File: config.mk
export PLATFORM = sky130hd
export DESIGN_NAME = nav_state_frame_serializer_flat
export DESIGN_NICKNAME = d
export VERILOG_FILES = /design/src/rtl/core/nsfs_pkg.sv /design/src/rtl/core/nsfs_intf.sv /design/src/rtl/core/nsfs_regs.sv /design/src/rtl/core/nsfs_ctrl.sv /design/src/rtl/core/nsfs_dp.sv /design/src/rtl/core/nav_state_frame_serializer.sv /design/src/flat_wrapper.sv
export SDC_FILE = /design/constraint.sdc
export NUM_CORES = 2
export LEC_CHECK = 0
export ABC_CLOCK_PERIOD_IN_PS = 27500
export BUFFER_PORTS_ARGS = -buffer_cell sky130_fd_sc_hd__buf_2
export CAP_MARGIN = 25
export CORE_MARGIN = 3
export CORE_UTILIZATION = 40
export CTS_CLUSTER_SIZE = 25
export DETAILED_ROUTE_END_ITERATION = 12
export GPL_TIMING_DRIVEN = 0
export HOLD_SLACK_MARGIN = 0.1
export PLACE_DENSITY = 0.69
export SLEW_MARGIN = 20
export SYNTH_ARGS = -nofsm -noshare
export SYNTH_HDL_FRONTEND = slang
export SYNTH_HIERARCHICAL = 1
export SYNTH_SLANG_ARGS = --single-unit
File: constraint.sdc
create_clock -name clk_i -period 27.5 [get_ports clk_i]
set_input_delay 4.125 -clock clk_i [delete_from_list [all_inputs] [get_ports clk_i]]
set_output_delay 4.125 -clock clk_i [all_outputs]
set_load 0.01 [all_outputs]
File: src/rtl/core/nsfs_pkg.sv
// types, constants and byte map of the navigation state frame serializer
package nsfs_pkg;

  // record and frame geometry
  localparam int NUM_FIELDS = 12;
  localparam int NUM_WIDE   = 6;
  localparam int FRAME_LEN  = 35;
  localparam int FIELD_BASE = 4;
  localparam int BIDX_W     = 6;
  localparam int FIDX_W     = 4;
  localparam int APB_ADDR_W = 5;

  localparam logic [BIDX_W-1:0] BYTE_HDR  = BIDX_W'(0);
  localparam logic [BIDX_W-1:0] BYTE_CMD  = BIDX_W'(1);
  localparam logic [BIDX_W-1:0] BYTE_LEN  = BIDX_W'(2);
  localparam logic [BIDX_W-1:0] BYTE_MODE = BIDX_W'(3);
  localparam logic [BIDX_W-1:0] LAST_IDX  = BIDX_W'(FRAME_LEN - 1);
  localparam logic [FIDX_W-1:0] LAST_FLD  = FIDX_W'(NUM_FIELDS - 1);

  // first field of each group
  localparam logic [FIDX_W-1:0] FLD_VEL0  = FIDX_W'(3);
  localparam logic [FIDX_W-1:0] FLD_ANG0  = FIDX_W'(6);
  localparam logic [FIDX_W-1:0] FLD_RATE0 = FIDX_W'(9);

  // frame constants
  localparam logic [7:0] HDR_BYTE     = 8'h91;
  localparam logic [7:0] CMD_BYTE     = 8'h55;
  localparam logic [7:0] LEN_BYTE     = 8'h1F;
  localparam logic [7:0] MODE_ORBIT   = 8'h3C;
  localparam logic [7:0] MODE_REENTRY = 8'hC3;

  // rounding and saturation
  localparam logic [63:0] ROUND_HALF = 64'h0000_0000_8000_0000;
  localparam logic [31:0] SAT_WIDE   = 32'h007F_FFFF;
  localparam logic [31:0] SAT_NARROW = 32'h0000_7FFF;

  // register map
  typedef enum logic [2:0] {
    REG_ON_TRACK    = 3'd0,
    REG_POS_RECIP   = 3'd1,
    REG_VEL_RECIP   = 3'd2,
    REG_ANG_ORBIT   = 3'd3,
    REG_ANG_REENTRY = 3'd4,
    REG_RATE_ORBIT  = 3'd5,
    REG_RATE_REENTRY = 3'd6
  } reg_idx_e;

  localparam logic        RST_ON_TRACK     = 1'b1;
  localparam logic [31:0] RST_POS_RECIP    = 32'd65536000;
  localparam logic [31:0] RST_VEL_RECIP    = 32'd43690667;
  localparam logic [31:0] RST_ANG_ORBIT    = 32'd2560000;
  localparam logic [31:0] RST_ANG_REENTRY  = 32'd10922667;
  localparam logic [31:0] RST_RATE_ORBIT   = 32'd12800000;
  localparam logic [31:0] RST_RATE_REENTRY = 32'd18724571;

  typedef struct packed {
    logic        on_track;
    logic [31:0] pos_recip;
    logic [31:0] vel_recip;
    logic [31:0] ang_orbit;
    logic [31:0] ang_reentry;
    logic [31:0] rate_orbit;
    logic [31:0] rate_reentry;
  } cfg_t;

  // where a frame byte comes from
  typedef enum logic [1:0] {
    SRC_CONST = 2'd0,
    SRC_MODE  = 2'd1,
    SRC_FIELD = 2'd2,
    SRC_CHECK = 2'd3
  } src_e;

  typedef struct packed {
    src_e              kind;
    logic [7:0]        cval;
    logic [FIDX_W-1:0] fld;
    logic [1:0]        lane;
  } byte_sel_t;

  // controller to datapath
  typedef struct packed {
    logic              capture;
    logic              load;
    logic [BIDX_W-1:0] byte_idx;
    logic              comp_en;
    logic [FIDX_W-1:0] comp_idx;
  } ctrl_cmd_t;

  // datapath to controller
  typedef struct packed {
    logic out_space;
  } dp_status_t;

  // map a frame position to its source; lane 0 is bits 23:16 of a field word
  function automatic byte_sel_t byte_sel(logic [BIDX_W-1:0] idx);
    byte_sel_t s;
    int        start;
    int        len;
    s.kind = SRC_CONST;
    s.cval = HDR_BYTE;
    s.fld  = '0;
    s.lane = '0;
    case (idx)
      BYTE_HDR:  s.cval = HDR_BYTE;
      BYTE_CMD:  s.cval = CMD_BYTE;
      BYTE_LEN:  s.cval = LEN_BYTE;
      BYTE_MODE: s.kind = SRC_MODE;
      LAST_IDX:  s.kind = SRC_CHECK;
      default: ;
    endcase
    for (int f = 0; f < NUM_FIELDS; f++) begin
      start = (f < NUM_WIDE) ? FIELD_BASE + 3 * f
                             : FIELD_BASE + 3 * NUM_WIDE + 2 * (f - NUM_WIDE);
      len   = (f < NUM_WIDE) ? 3 : 2;
      for (int b = 0; b < 3; b++) begin
        if (b < len && idx == BIDX_W'(start + b)) begin
          s.kind = SRC_FIELD;
          s.fld  = FIDX_W'(f);
          s.lane = 2'(b + 3 - len);
        end
      end
    end
    return s;
  endfunction

endpackage

File: src/rtl/core/nsfs_intf.sv
// record and frame byte channels of the serializer

// navigation record channel
interface nsfs_rec_if;
  logic               valid;
  logic               ready;
  logic signed [31:0] pos_x;
  logic signed [31:0] pos_y;
  logic signed [31:0] pos_z;
  logic signed [31:0] vel_x;
  logic signed [31:0] vel_y;
  logic signed [31:0] vel_z;
  logic signed [31:0] angle_one;
  logic signed [31:0] angle_two;
  logic signed [31:0] angle_three;
  logic signed [31:0] rate_one;
  logic signed [31:0] rate_two;
  logic signed [31:0] rate_three;

  modport source (
    output valid, pos_x, pos_y, pos_z, vel_x, vel_y, vel_z,
           angle_one, angle_two, angle_three, rate_one, rate_two, rate_three,
    input  ready
  );
  modport sink (
    input  valid, pos_x, pos_y, pos_z, vel_x, vel_y, vel_z,
           angle_one, angle_two, angle_three, rate_one, rate_two, rate_three,
    output ready
  );
endinterface

// frame byte channel
interface nsfs_frame_if;
  logic       valid;
  logic       ready;
  logic [7:0] frame_byte;
  logic       last_byte;

  modport source (output valid, frame_byte, last_byte, input ready);
  modport sink (input valid, frame_byte, last_byte, output ready);
endinterface

File: src/rtl/core/nsfs_regs.sv
// apb configuration registers of the serializer
module nsfs_regs import nsfs_pkg::*; (
  input  logic                  clk_i,
  input  logic                  rst_ni,
  input  logic                  psel,
  input  logic                  penable,
  input  logic                  pwrite,
  input  logic [APB_ADDR_W-1:0] paddr,
  input  logic [31:0]           pwdata,
  output logic [31:0]           prdata,
  output logic                  pready,
  output cfg_t                  cfg_o
);

  cfg_t     cfg_q, cfg_d;
  reg_idx_e idx;
  logic     wr_en;

  assign idx    = reg_idx_e'(paddr[APB_ADDR_W-1:2]);
  assign wr_en  = psel && penable && pwrite;
  assign pready = 1'b1;
  assign cfg_o  = cfg_q;

  // register write decode, unmapped addresses are dropped
  always_comb begin
    cfg_d = cfg_q;
    if (wr_en) begin
      case (idx)
        REG_ON_TRACK:     cfg_d.on_track     = pwdata[0];
        REG_POS_RECIP:    cfg_d.pos_recip    = pwdata;
        REG_VEL_RECIP:    cfg_d.vel_recip    = pwdata;
        REG_ANG_ORBIT:    cfg_d.ang_orbit    = pwdata;
        REG_ANG_REENTRY:  cfg_d.ang_reentry  = pwdata;
        REG_RATE_ORBIT:   cfg_d.rate_orbit   = pwdata;
        REG_RATE_REENTRY: cfg_d.rate_reentry = pwdata;
        default: ;
      endcase
    end
  end

  always_ff @(posedge clk_i or negedge rst_ni) begin
    if (!rst_ni) begin
      cfg_q.on_track     <= RST_ON_TRACK;
      cfg_q.pos_recip    <= RST_POS_RECIP;
      cfg_q.vel_recip    <= RST_VEL_RECIP;
      cfg_q.ang_orbit    <= RST_ANG_ORBIT;
      cfg_q.ang_reentry  <= RST_ANG_REENTRY;
      cfg_q.rate_orbit   <= RST_RATE_ORBIT;
      cfg_q.rate_reentry <= RST_RATE_REENTRY;
    end else begin
      cfg_q <= cfg_d;
    end
  end

  // read mux
  always_comb begin
    case (idx)
      REG_ON_TRACK:     prdata = {31'd0, cfg_q.on_track};
      REG_POS_RECIP:    prdata = cfg_q.pos_recip;
      REG_VEL_RECIP:    prdata = cfg_q.vel_recip;
      REG_ANG_ORBIT:    prdata = cfg_q.ang_orbit;
      REG_ANG_REENTRY:  prdata = cfg_q.ang_reentry;
      REG_RATE_ORBIT:   prdata = cfg_q.rate_orbit;
      REG_RATE_REENTRY: prdata = cfg_q.rate_reentry;
      default:          prdata = '0;
    endcase
  end

endmodule

File: src/rtl/core/nsfs_ctrl.sv
// serializer controller: record handshake, byte sequencing, field scaling order
module nsfs_ctrl import nsfs_pkg::*; (
  input  logic       clk_i,
  input  logic       rst_ni,
  input  logic       in_valid_i,
  output logic       in_ready_o,
  input  dp_status_t sts_i,
  output ctrl_cmd_t  cmd_o
);

  typedef enum logic [1:0] {
    ST_IDLE = 2'b01,
    ST_EMIT = 2'b10
  } ctrl_state_e;

  ctrl_state_e       state_q, state_d;
  logic [BIDX_W-1:0] byte_q, byte_d;
  logic              comp_act_q, comp_act_d;
  logic [FIDX_W-1:0] comp_q, comp_d;
  logic              load;
  logic              last_load;
  logic              accept;

  // a new request is taken while idle or as the checksum byte goes out
  assign load       = (state_q == ST_EMIT) && sts_i.out_space;
  assign last_load  = load && (byte_q == LAST_IDX);
  assign in_ready_o = (state_q == ST_IDLE) || last_load;
  assign accept     = in_valid_i && in_ready_o;

  // frame sequencing
  always_comb begin
    state_d = state_q;
    byte_d  = byte_q;
    case (state_q)
      ST_IDLE: begin
        if (accept) begin
          state_d = ST_EMIT;
          byte_d  = '0;
        end
      end
      ST_EMIT: begin
        if (load) begin
          if (byte_q == LAST_IDX) begin
            state_d = accept ? ST_EMIT : ST_IDLE;
            byte_d  = '0;
          end else begin
            byte_d = byte_q + BIDX_W'(1);
          end
        end
      end
      default: begin
        state_d = ST_IDLE;
        byte_d  = '0;
      end
    endcase
  end

  // one field through the scaler per cycle after a request is taken
  always_comb begin
    comp_act_d = comp_act_q;
    comp_d     = comp_q;
    if (accept) begin
      comp_act_d = 1'b1;
      comp_d     = '0;
    end else if (comp_act_q) begin
      if (comp_q == LAST_FLD) begin
        comp_act_d = 1'b0;
      end else begin
        comp_d = comp_q + FIDX_W'(1);
      end
    end
  end

  always_ff @(posedge clk_i or negedge rst_ni) begin
    if (!rst_ni) begin
      state_q    <= ST_IDLE;
      byte_q     <= '0;
      comp_act_q <= 1'b0;
      comp_q     <= '0;
    end else begin
      state_q    <= state_d;
      byte_q     <= byte_d;
      comp_act_q <= comp_act_d;
      comp_q     <= comp_d;
    end
  end

  assign cmd_o.capture  = accept;
  assign cmd_o.load     = load;
  assign cmd_o.byte_idx = byte_q;
  assign cmd_o.comp_en  = comp_act_q;
  assign cmd_o.comp_idx = comp_q;

endmodule

File: src/rtl/core/nsfs_dp.sv
// serializer datapath: record store, scaler, field store, checksum, output register
module nsfs_dp import nsfs_pkg::*; (
  input  logic                         clk_i,
  input  logic                         rst_ni,
  input  cfg_t                         cfg_i,
  input  ctrl_cmd_t                    cmd_i,
  output dp_status_t                   sts_o,
  input  logic [NUM_FIELDS-1:0][31:0]  rec_vals_i,
  output logic                         out_valid_o,
  input  logic                         out_ready_i,
  output logic [7:0]                   frame_byte_o,
  output logic                         last_byte_o
);

  logic [NUM_FIELDS-1:0][31:0] vals_q;
  logic [31:0]                 cur;
  logic                        cur_neg;
  logic [31:0]                 cur_mag;
  logic [31:0]                 recip;
  logic [63:0]                 prod_q;
  logic                        p_neg_q;
  logic [FIDX_W-1:0]           p_idx_q;
  logic                        p_vld_q;
  logic [63:0]                 rnd;
  logic [31:0]                 n_full;
  logic                        wide;
  logic [31:0]                 limit;
  logic [31:0]                 n_sat;
  logic [23:0]                 word;
  logic [23:0]                 fld_q [NUM_FIELDS];
  byte_sel_t                   sel;
  logic [23:0]                 sel_word;
  logic [7:0]                  byte_val;
  logic [7:0]                  chk_q, chk_d;
  logic                        out_valid_q;
  logic [7:0]                  out_byte_q;
  logic                        out_last_q;

  // record store
  always_ff @(posedge clk_i) begin
    if (cmd_i.capture) begin
      vals_q <= rec_vals_i;
    end
  end

  // scaler stage one: magnitude and scale select, then the multiply
  assign cur     = vals_q[cmd_i.comp_idx];
  assign cur_neg = cur[31];
  assign cur_mag = cur_neg ? (~cur + 32'd1) : cur;

  always_comb begin
    case (cmd_i.comp_idx) inside
      [4'd0 : FLD_VEL0 - 4'd1]:  recip = cfg_i.pos_recip;
      [FLD_VEL0 : FLD_ANG0 - 4'd1]:
        recip = cfg_i.vel_recip;
      [FLD_ANG0 : FLD_RATE0 - 4'd1]:
        recip = cfg_i.on_track ? cfg_i.ang_orbit : cfg_i.ang_reentry;
      default: recip = cfg_i.on_track ? cfg_i.rate_orbit : cfg_i.rate_reentry;
    endcase
  end

  always_ff @(posedge clk_i) begin
    if (cmd_i.comp_en) begin
      prod_q  <= {32'd0, cur_mag} * {32'd0, recip};
      p_neg_q <= cur_neg;
      p_idx_q <= cmd_i.comp_idx;
    end
  end

  always_ff @(posedge clk_i or negedge rst_ni) begin
    if (!rst_ni) begin
      p_vld_q <= 1'b0;
    end else begin
      p_vld_q <= cmd_i.comp_en;
    end
  end

  // scaler stage two: round half up, saturate, fold in the sign
  assign rnd    = prod_q + ROUND_HALF;
  assign n_full = rnd[63:32];
  assign wide   = (p_idx_q < FIDX_W'(NUM_WIDE));
  assign limit  = wide ? SAT_WIDE : SAT_NARROW;
  assign n_sat  = (n_full > limit) ? limit : n_full;
  assign word   = wide ? {p_neg_q, n_sat[22:0]} : {8'd0, p_neg_q, n_sat[14:0]};

  always_ff @(posedge clk_i) begin
    if (p_vld_q) begin
      fld_q[p_idx_q] <= word;
    end
  end

  // frame byte select
  assign sel      = byte_sel(cmd_i.byte_idx);
  assign sel_word = fld_q[sel.fld];

  always_comb begin
    case (sel.kind)
      SRC_CONST: byte_val = sel.cval;
      SRC_MODE:  byte_val = cfg_i.on_track ? MODE_ORBIT : MODE_REENTRY;
      SRC_FIELD: begin
        case (sel.lane)
          2'd0:    byte_val = sel_word[23:16];
          2'd1:    byte_val = sel_word[15:8];
          default: byte_val = sel_word[7:0];
        endcase
      end
      default:   byte_val = chk_q;
    endcase
  end

  // checksum over the mode byte and the fields, cleared as it goes out
  always_comb begin
    chk_d = chk_q;
    if (cmd_i.load) begin
      case (sel.kind)
        SRC_CHECK: chk_d = '0;
        SRC_CONST: chk_d = chk_q;
        default:   chk_d = chk_q ^ byte_val;
      endcase
    end
  end

  always_ff @(posedge clk_i or negedge rst_ni) begin
    if (!rst_ni) begin
      chk_q       <= '0;
      out_valid_q <= 1'b0;
    end else begin
      chk_q <= chk_d;
      if (cmd_i.load) begin
        out_valid_q <= 1'b1;
      end else if (out_ready_i) begin
        out_valid_q <= 1'b0;
      end
    end
  end

  // output register
  always_ff @(posedge clk_i) begin
    if (cmd_i.load) begin
      out_byte_q <= byte_val;
      out_last_q <= (sel.kind == SRC_CHECK);
    end
  end

  assign sts_o.out_space = !out_valid_q || out_ready_i;
  assign out_valid_o     = out_valid_q;
  assign frame_byte_o    = out_byte_q;
  assign last_byte_o     = out_last_q;

endmodule

File: src/rtl/core/nav_state_frame_serializer.sv
// top level of the navigation state frame serializer
//
// rec_i takes one navigation record (twelve signed Q15.16 values) per request.
// frame_o returns the 35-byte telemetry frame one byte per request, header
// first; last_byte marks the checksum byte. The APB port sets the segment and
// the six reciprocal scales; write it only while no frame is in flight.
// The first frame byte is valid once the sequencer enters its emit state and
// loads it into the output register. With an always-ready receiver, one byte
// a cycle leaves that register; the next record is taken in the same cycle
// as the checksum byte is loaded. Each value goes through a shared 32x32
// multiplier and a rounding stage, one value per cycle, well ahead of its
// bytes. A receiver stall holds the output register and the byte sequencer;
// no byte is dropped or repeated, and rec_i.ready stays low until the frame's
// last byte is loaded. Reset empties the output register, returns the
// sequencer to idle and loads the register reset values (orbit segment).
module nav_state_frame_serializer import nsfs_pkg::*; (
  input  logic                  clk_i,
  input  logic                  rst_ni,
  nsfs_rec_if.sink              rec_i,
  nsfs_frame_if.source          frame_o,
  input  logic                  psel,
  input  logic                  penable,
  input  logic                  pwrite,
  input  logic [APB_ADDR_W-1:0] paddr,
  input  logic [31:0]           pwdata,
  output logic [31:0]           prdata,
  output logic                  pready
);

  cfg_t                        cfg;
  ctrl_cmd_t                   cmd;
  dp_status_t                  sts;
  logic [NUM_FIELDS-1:0][31:0] rec_vals;

  // record fields in frame order
  assign rec_vals[0]  = rec_i.pos_x;
  assign rec_vals[1]  = rec_i.pos_y;
  assign rec_vals[2]  = rec_i.pos_z;
  assign rec_vals[3]  = rec_i.vel_x;
  assign rec_vals[4]  = rec_i.vel_y;
  assign rec_vals[5]  = rec_i.vel_z;
  assign rec_vals[6]  = rec_i.angle_one;
  assign rec_vals[7]  = rec_i.angle_two;
  assign rec_vals[8]  = rec_i.angle_three;
  assign rec_vals[9]  = rec_i.rate_one;
  assign rec_vals[10] = rec_i.rate_two;
  assign rec_vals[11] = rec_i.rate_three;

  nsfs_regs u_regs (
    .clk_i   (clk_i),
    .rst_ni  (rst_ni),
    .psel    (psel),
    .penable (penable),
    .pwrite  (pwrite),
    .paddr   (paddr),
    .pwdata  (pwdata),
    .prdata  (prdata),
    .pready  (pready),
    .cfg_o   (cfg)
  );

  nsfs_ctrl u_ctrl (
    .clk_i      (clk_i),
    .rst_ni     (rst_ni),
    .in_valid_i (rec_i.valid),
    .in_ready_o (rec_i.ready),
    .sts_i      (sts),
    .cmd_o      (cmd)
  );

  nsfs_dp u_dp (
    .clk_i        (clk_i),
    .rst_ni       (rst_ni),
    .cfg_i        (cfg),
    .cmd_i        (cmd),
    .sts_o        (sts),
    .rec_vals_i   (rec_vals),
    .out_valid_o  (frame_o.valid),
    .out_ready_i  (frame_o.ready),
    .frame_byte_o (frame_o.frame_byte),
    .last_byte_o  (frame_o.last_byte)
  );

endmodule

File: src/flat_wrapper.sv
// flat-port wrapper written by rule: the top's interface ports become plain ports
module nav_state_frame_serializer_flat import nsfs_pkg::*;
  (clk_i, rst_ni, psel, penable, pwrite, paddr, pwdata, prdata, pready, rec_i_valid, rec_i_pos_x, rec_i_pos_y, rec_i_pos_z, rec_i_vel_x, rec_i_vel_y, rec_i_vel_z, rec_i_angle_one, rec_i_angle_two, rec_i_angle_three, rec_i_rate_one, rec_i_rate_two, rec_i_rate_three, rec_i_ready, frame_o_valid, frame_o_frame_byte, frame_o_last_byte, frame_o_ready);
  nsfs_rec_if rec_i_i ();
  nsfs_frame_if frame_o_i ();
  input  logic clk_i;
  input  logic rst_ni;
  input  logic psel;
  input  logic penable;
  input  logic pwrite;
  input  logic [APB_ADDR_W-1:0] paddr;
  input  logic [31:0] pwdata;
  output logic [31:0] prdata;
  output logic pready;
  input wire logic [$bits(rec_i_i.valid)-1:0] rec_i_valid;
  input wire logic [$bits(rec_i_i.pos_x)-1:0] rec_i_pos_x;
  input wire logic [$bits(rec_i_i.pos_y)-1:0] rec_i_pos_y;
  input wire logic [$bits(rec_i_i.pos_z)-1:0] rec_i_pos_z;
  input wire logic [$bits(rec_i_i.vel_x)-1:0] rec_i_vel_x;
  input wire logic [$bits(rec_i_i.vel_y)-1:0] rec_i_vel_y;
  input wire logic [$bits(rec_i_i.vel_z)-1:0] rec_i_vel_z;
  input wire logic [$bits(rec_i_i.angle_one)-1:0] rec_i_angle_one;
  input wire logic [$bits(rec_i_i.angle_two)-1:0] rec_i_angle_two;
  input wire logic [$bits(rec_i_i.angle_three)-1:0] rec_i_angle_three;
  input wire logic [$bits(rec_i_i.rate_one)-1:0] rec_i_rate_one;
  input wire logic [$bits(rec_i_i.rate_two)-1:0] rec_i_rate_two;
  input wire logic [$bits(rec_i_i.rate_three)-1:0] rec_i_rate_three;
  output wire logic [$bits(rec_i_i.ready)-1:0] rec_i_ready;
  output wire logic [$bits(frame_o_i.valid)-1:0] frame_o_valid;
  output wire logic [$bits(frame_o_i.frame_byte)-1:0] frame_o_frame_byte;
  output wire logic [$bits(frame_o_i.last_byte)-1:0] frame_o_last_byte;
  input wire logic [$bits(frame_o_i.ready)-1:0] frame_o_ready;
  assign rec_i_i.valid = rec_i_valid;
  assign rec_i_i.pos_x = rec_i_pos_x;
  assign rec_i_i.pos_y = rec_i_pos_y;
  assign rec_i_i.pos_z = rec_i_pos_z;
  assign rec_i_i.vel_x = rec_i_vel_x;
  assign rec_i_i.vel_y = rec_i_vel_y;
  assign rec_i_i.vel_z = rec_i_vel_z;
  assign rec_i_i.angle_one = rec_i_angle_one;
  assign rec_i_i.angle_two = rec_i_angle_two;
  assign rec_i_i.angle_three = rec_i_angle_three;
  assign rec_i_i.rate_one = rec_i_rate_one;
  assign rec_i_i.rate_two = rec_i_rate_two;
  assign rec_i_i.rate_three = rec_i_rate_three;
  assign rec_i_ready = rec_i_i.ready;
  assign frame_o_valid = frame_o_i.valid;
  assign frame_o_frame_byte = frame_o_i.frame_byte;
  assign frame_o_last_byte = frame_o_i.last_byte;
  assign frame_o_i.ready = frame_o_ready;
  nav_state_frame_serializer u_core (.clk_i(clk_i), .rst_ni(rst_ni), .rec_i(rec_i_i), .frame_o(frame_o_i), .psel(psel), .penable(penable), .pwrite(pwrite), .paddr(paddr), .pwdata(pwdata), .prdata(prdata), .pready(pready));
endmodule
==> Word-level counts from Yosys, hierarchy flattened <==
Memories as Yosys holds them, arrays and structs flattened.
Cells that the tools add are included.
{ "classes": {"n_div": 0, "add_sub_neg": 4, "bitwise": 3, "shift": 0, "n_eq_ne": 51, "reduce_logical": 27, "n_mux": 96, "order_cmp": 9, "mul": 1} }
{ "ops": {"columns": ["op", "count"], "rows": [
  ["two-way mux 32 bit", 7],
  ["case mux 32 bit (7 select lines)", 1],
  ["two-way mux 6 bit", 23],
  ["binary-select mux 32 bit (select 4 bit)", 1],
  ["== test 6 x 5 -> 1 bit (second input constant)", 16],
  ["two-way mux 2 bit", 35],
  ["adder 64 x 32 -> 64 bit (second input constant)", 1],
  ["multiplier 32 x 32 -> 64 bit", 1],
  ["== test 6 x 4 -> 1 bit (second input constant)", 8],
  ["case mux 8 bit (2 select lines)", 3],
  ["two-way mux 23 bit", 2],
  ["adder 32 x 1 -> 32 bit (second input constant)", 1],
  ["greater-than comparator 32 x 23 -> 1 bit", 1],
  ["NOT 32 bit", 1],
  ["two-way mux 4 bit", 7],
  ["== test 6 x 3 -> 1 bit (second input constant)", 4],
  ["two-way mux 24 bit", 1],
  ["case mux 8 bit (3 select lines)", 1],
  ["AND reduction 2 bit", 10],
  ["== test 6 bit (second input constant)", 3],
  ["== test 6 x 2 -> 1 bit (second input constant)", 2],
  ["case mux 6 bit (2 select lines)", 1],
  ["== test 3 bit (second input constant)", 3],
  ["two-way mux 3 bit", 3],
  ["30 further kinds", 55]
]} }
{ "word_totals": {"latch_bits": 0, "rom_bits": 0, "wordCells": 223, "inputBits": 428, "n_memories": 1, "register_bits": 678, "out_inout_bits": 44, "mem_bits_rw": 288} }
{ "mem_list": {"columns": ["memory", "words", "word_bits", "read_ports", "rd_clocked_by_memory_dff", "write_ports", "line", "rtl"], "rows": [
  ["u_core.u_dp.fld_q", 12, 24, 1, 0, 1, "nsfs_dp.sv:30", "logic [23:0] fld_q [NUM_FIELDS];"]
]} }

==> Logic depth before layout (Yosys ltp) <==
{ "logic_depth": {"ltp_word": 36, "mapped_depth": 43, "mapped_depth_nobuf": 38} }

==> Modules after synthesis <==
Netlist, hierarchy kept.
{ "by_module_without_submodules": {"columns": ["mod", "area_per_inst_um2", "n_inst", "seq_area_each_um2", "cells_each"], "rows": [
  ["nsfs_dp", 62233.4, 1, 21000.1, 5428],
  ["nsfs_regs", 8867.3, 1, 4906.0, 620],
  ["nsfs_ctrl", 784.5, 1, 326.6, 81]
]} }

==> Least setup slack after synthesis <==
No wires, ideal clock.
{ "synth_path": {"path_type": "register -> register", "start": "reg u_core.u_ctrl.comp_q[0]", "end": "reg u_core.u_dp.prod_q[60] (data pin)", "arrival_time_ps": 9829, "path_stages_with_launch": 37, "setup_ps": 259, "required_time_ps": 27241, "period_less_slack_ps": 10088, "n_path_buf": 4, "path_slack_ps": 17412, "path_cell_list": "dfrtp_1 > buf_6 > buf_12 > buf_6 > mux4_2 > mux2i_1 > o22ai_1 > nor4_1 > nand3_1 > nor4_1 > nor2_1 > xnor2_1 > clkbuf_1 > nor2_1 > fa_1 > fa_1 > fa_1 > inv_1 > fa_1 > inv_1 > fa_1 > inv_1 > fa_1 > inv_1 > fa_1 > fa_1 > ha_1 > nand4_1 > or4_1 > nor4_1 > nand4_1 > a31oi_1 > a31oi_1 > o41a_1 > o21ai_1 > a41oi_1 > xnor2_1"} }
{ "synth_between": {"elab_chain_cells": 6, "word_cells_on_any_way": 18, "cone_classes": "add/sub (1); mul (1); order compare (6); mux (6); bitwise (1); reduce/logical (3)"} }
{ "synth_lines": {"columns": ["item", "line", "rtl"], "rows": [
  ["start: declaration", "nsfs_ctrl.sv:19", "logic [FIDX_W-1:0] comp_q, comp_d;"],
  ["start signal: assignment", "nsfs_ctrl.sv:84", "comp_q <= comp_d;"],
  ["binary-select mux 32 bit (select 4 bit) (tied with other cells)", "nsfs_dp.sv:47", "assign cur = vals_q[cmd_i.comp_idx];"],
  ["two-way mux 32 bit (implied by the code) / logical AND 1 bit (equally long branches)", null, null],
  ["NOT 32 bit / two-way mux 32 bit (equally long branches)", "nsfs_dp.sv:49, nsfs_dp.sv:52", null],
  ["adder 32 x 1 -> 32 bit / two-way mux 32 bit (equally long branches)", "nsfs_dp.sv:49, nsfs_dp.sv:52", null],
  ["two-way mux 32 bit, on equally long branches", "nsfs_dp.sv:49, nsfs_dp.sv:52", null],
  ["multiplier 32 x 32 -> 64 bit (*)", "nsfs_dp.sv:64", "prod_q <= {32'd0, cur_mag} * {32'd0, recip};"],
  ["end signal: assignment", "nsfs_dp.sv:64", null],
  ["end: declaration", "nsfs_dp.sv:20", "logic [63:0] prod_q;"]
]} }
Every way passes the cells marked *; elsewhere a longest branch is shown, timed or not. The select of a mux whose other input is x is not followed.
A chain may end at the register's enable or synchronous reset.

==> Worst setup path after layout <==
{ "layout_path": {"start": "reg u_core.u_ctrl.comp_q[1]", "end": "reg u_core.u_dp.prod_q[59] (data pin)"} }
Same word-level chain as after synthesis.

==> out/summary.txt <==
=====================================================================================
Fin crit period                                                              14.99 ns
Worst EP arrival                                                             15.46 ns
Setup crit end kind                                                          register
Final estimated routing congestion in global placement                           1.06
CTS max path bufs                                                                   3
Setup_tns                                                                        0 ns
Total standard cell area after synthesis                                    71900 um2
Transition time at the pin with the least slew margin                         1.14 ns
Port bufs                                                                         466
CTS tree                                                                         done
Max Clk Rate                                                               0.0667 GHz
Type of origin of the critical path                                          register
Slack of the worst reg-to-reg path                                           12.51 ns
Crit path required time                                                      27.96 ns
Final HPWL from detailed placement                                          198000 um
Number of hold violations in the final report                                       0
Number of synthesis warnings                                                        6
Number of setup violations in the final report                                      0
Synthesized instance count                                                       6129
Critical path start-end classification                                   register to register
Clock tree sinks                                                                  907
Maximum level of the CTS H-tree                                                     3
Total routing usage reported by global routing                                  26.5%
Delay of the slowest critical-path stage                                      0.96 ns
Unrepaired setup endpoints after global routing                                 false
Num rows                                                                          154
Post-route DRC                                                                      0
Most frequent cell on the critical path                                          fa_1
Detailed-router iteration count before antenna repair                               6
Total overflow reported by the global router                                        0
Global-route wire length before repair                                      358000 um
Vertical die dimension                                                         430 um
Final routed wire length divided by cell count                                26.7 um
WP buf/inv                                                                          9
Count of routing violations after the opening detailed-route iteration           5157
Top area cells in the synthesized netlist                                edfxtp_1 29%, fa_1 25%, dfrtp_1 5.4%
# Max-Cap Violations                                                                0
Hold slack                                                                   0.480 ns
Fraction of registers with async set/reset                                      23.8%
Final number of max-transition violations                                           0
Area of the core region                                                    177000 um2
Period Utilization, post-route                                                  54.5%
Number of synthesized flops with an enable pin                                    691
Vias per inst                                                                    5.62
Cell family with the largest share of critical-path delay                 adder cells
Number of I/O pins                                                                472
Syn Area/Cell                                                                11.7 um2
DIE AREA                                                                   185000 um2
Cell type of the slowest stage on the worst timing path                       o21ai_0
Most frequent cell after synthesis                                              inv_1
Most used standard cells in the synthesized netlist                      903 x inv_1, 895 x fa_1, 711 x nor2_1
Horizontal die dimension                                                       430 um
Final worst clock skew                                                      0.0512 ns
Clock transition at the registers of the reported paths                       0.06 ns
Distinct cell type count of the synthesized netlist                               107
Setup bufs post-CTS                                                                 0
CTS Buf Count                                                                      93
Flops & latches, synth                                                            907
Primary flip-flop cell chosen by synthesis mapping                           edfxtp_1
Net count after synthesis                                                        7727
Max-slew headroom at the worst pin                                              24.1%
Drt total wl                                                                245000 um
Area growth from synthesis to layout                                            12.9%
Share of Yosys cell area claimed by the top area cell type                      28.9%
Fraction of layout instances using a drive strength above 1                     18.5%
Count of nets after finishing                                                    8336
Class of the worst hold path                                             register to register
ANT nets after route                                                                0
Skew-Pair Late Insertion Delay                                                0.75 ns
Post-cts hold buffer count                                                          0
Status                                                                   complete, no violations
Largest fanout of any net on the critical path                                     10
Largest net degree at the start of global routing                                 110
Overall via count from detail_route                                             51599
Buffer cell driving the clock tree root                                     clkbuf_16
Leading area contributor after synthesis                                     edfxtp_1
Cts repair resizes                                                                  0
Number of antenna violations at the first check in global routing                  26
Number of global-route vias before repair                                       54135
Sequential-to-total area share from yosys stat                                  36.5%
Initial Util                                                                    40.5%
=====================================================================================
-- per-stage QoR --
stage          utilization (%)  cell area, um2  setup WS, ns  cells
2_1_floorplan                -           71900         17.41   6129
3_3_place_gp              43.5           77100         12.45   8935
3_5_place_dp              43.9           77800         13.10   8976
4_1_cts                   45.7           81000         13.08   9150
5_1_grt                   45.7           81100         12.40   9169
6_report                  45.7           81100         12.51   9175
-- cell families (layout without fill, tap and decap cells) --
logic type | after synthesis | count (layout) | share of synthesized area (%)
AOI/OAI and AO/OA | 568 | 568 | 5.40
xor gates and xnor gates | 120 | 120 | 1.55
adders and majority gates | 1170 | 1170 | 29.7
buffers and inverters | 1242 | 1930 | 6.95
DFF | 907 | 907 | 36.5
muxes | 516 | 516 | 10.0
other | 1 | 19 | 0.00522
and+or+nand+nor | 1605 | 1605 | 9.89
-- path summary, 6_finish.rpt --
kind,endpoint,from,cells after the start
worst max-delay path,u_core/u_dp/prod_q[59],u_core/u_ctrl/comp_q[1],34
worst min-delay path,u_core/u_dp/chk_q[3],u_core/u_dp/chk_q[3],1
worst max register to register,u_core/u_dp/prod_q[59],u_core/u_ctrl/comp_q[1],34
worst min register to register,u_core/u_dp/chk_q[3],u_core/u_dp/chk_q[3],1
max in group asynchronous,u_core/u_regs/cfg_o[73],rst_ni,2
min in group asynchronous,u_core/u_regs/cfg_o[107],rst_ni,1
-- registers in the layout (all words and copies together) (netlist names) --
| signal | count |
|---|---|
| u_core/u_dp/frame_byte_o | 8 |
| u_core/u_ctrl/comp_act_q | 1 |
| u_core/u_ctrl/comp_q | 4 |
| u_core/u_regs/cfg_o | 193 |
| u_core/u_dp/prod_q | 33 |
| u_core/u_ctrl/state_q | 2 |
| u_core/u_dp/p_idx_q | 4 |
| u_core/u_dp/p_neg_q | 1 |
| u_core/u_dp/fld_q | 260 |
| u_core/u_ctrl/byte_q | 6 |
| u_core/u_dp/out_valid_o | 1 |
| u_core/u_dp/chk_q | 8 |
| u_core/u_dp/p_vld_q | 1 |
| u_core/u_dp/vals_q | 384 |
| u_core/u_dp/last_byte_o | 1 |
-- placed cells by master (no fill, tap or decap), types with 51 or more instances in the layout --
cell / n
inv_1: 903
fa_1: 895
nor2_1: 703
edfxtp_1: 691
buf_2: 527
nand2_1: 486
ha_1: 275
clkbuf_1: 238
mux2_2: 212
mux2i_1: 155
dfrtp_1: 154
mux4_2: 129
nand2b_1: 123
a21oi_1: 109
clkbuf_16: 96
o21ai_0: 74
xnor2_1: 65
dfstp_2: 62
buf_4: 61
a21o_1: 51
-- layer usage --
metal | GRT usage (%) | vias to the layer above | wire, um
met2 | 42.6 | 3134 | 114000
met3 | 6.96 | 712 | 26000
met1 | 31.9 | 26165 | 87900
met4 | 16.2 | 10 | 17400
met5 | 0.0520 | - | 64
li1 | - | 21578 | -
-- area by class of cell --
class                      count  area (um2)
inverter                     904        3390
fill                       15949       96300
antenna                       18        45.0
tap                         2340        2930
sequential                   907       26200
multi-input combinational   3980       40800
clock inverter                55         694
clock buffer                 119        2520
buffer                       338        1610
timing repair buffer         514        2910
Power is not shown: default switching activity piles up to over one toggle a cycle in this logic, so the estimate is an artifact.
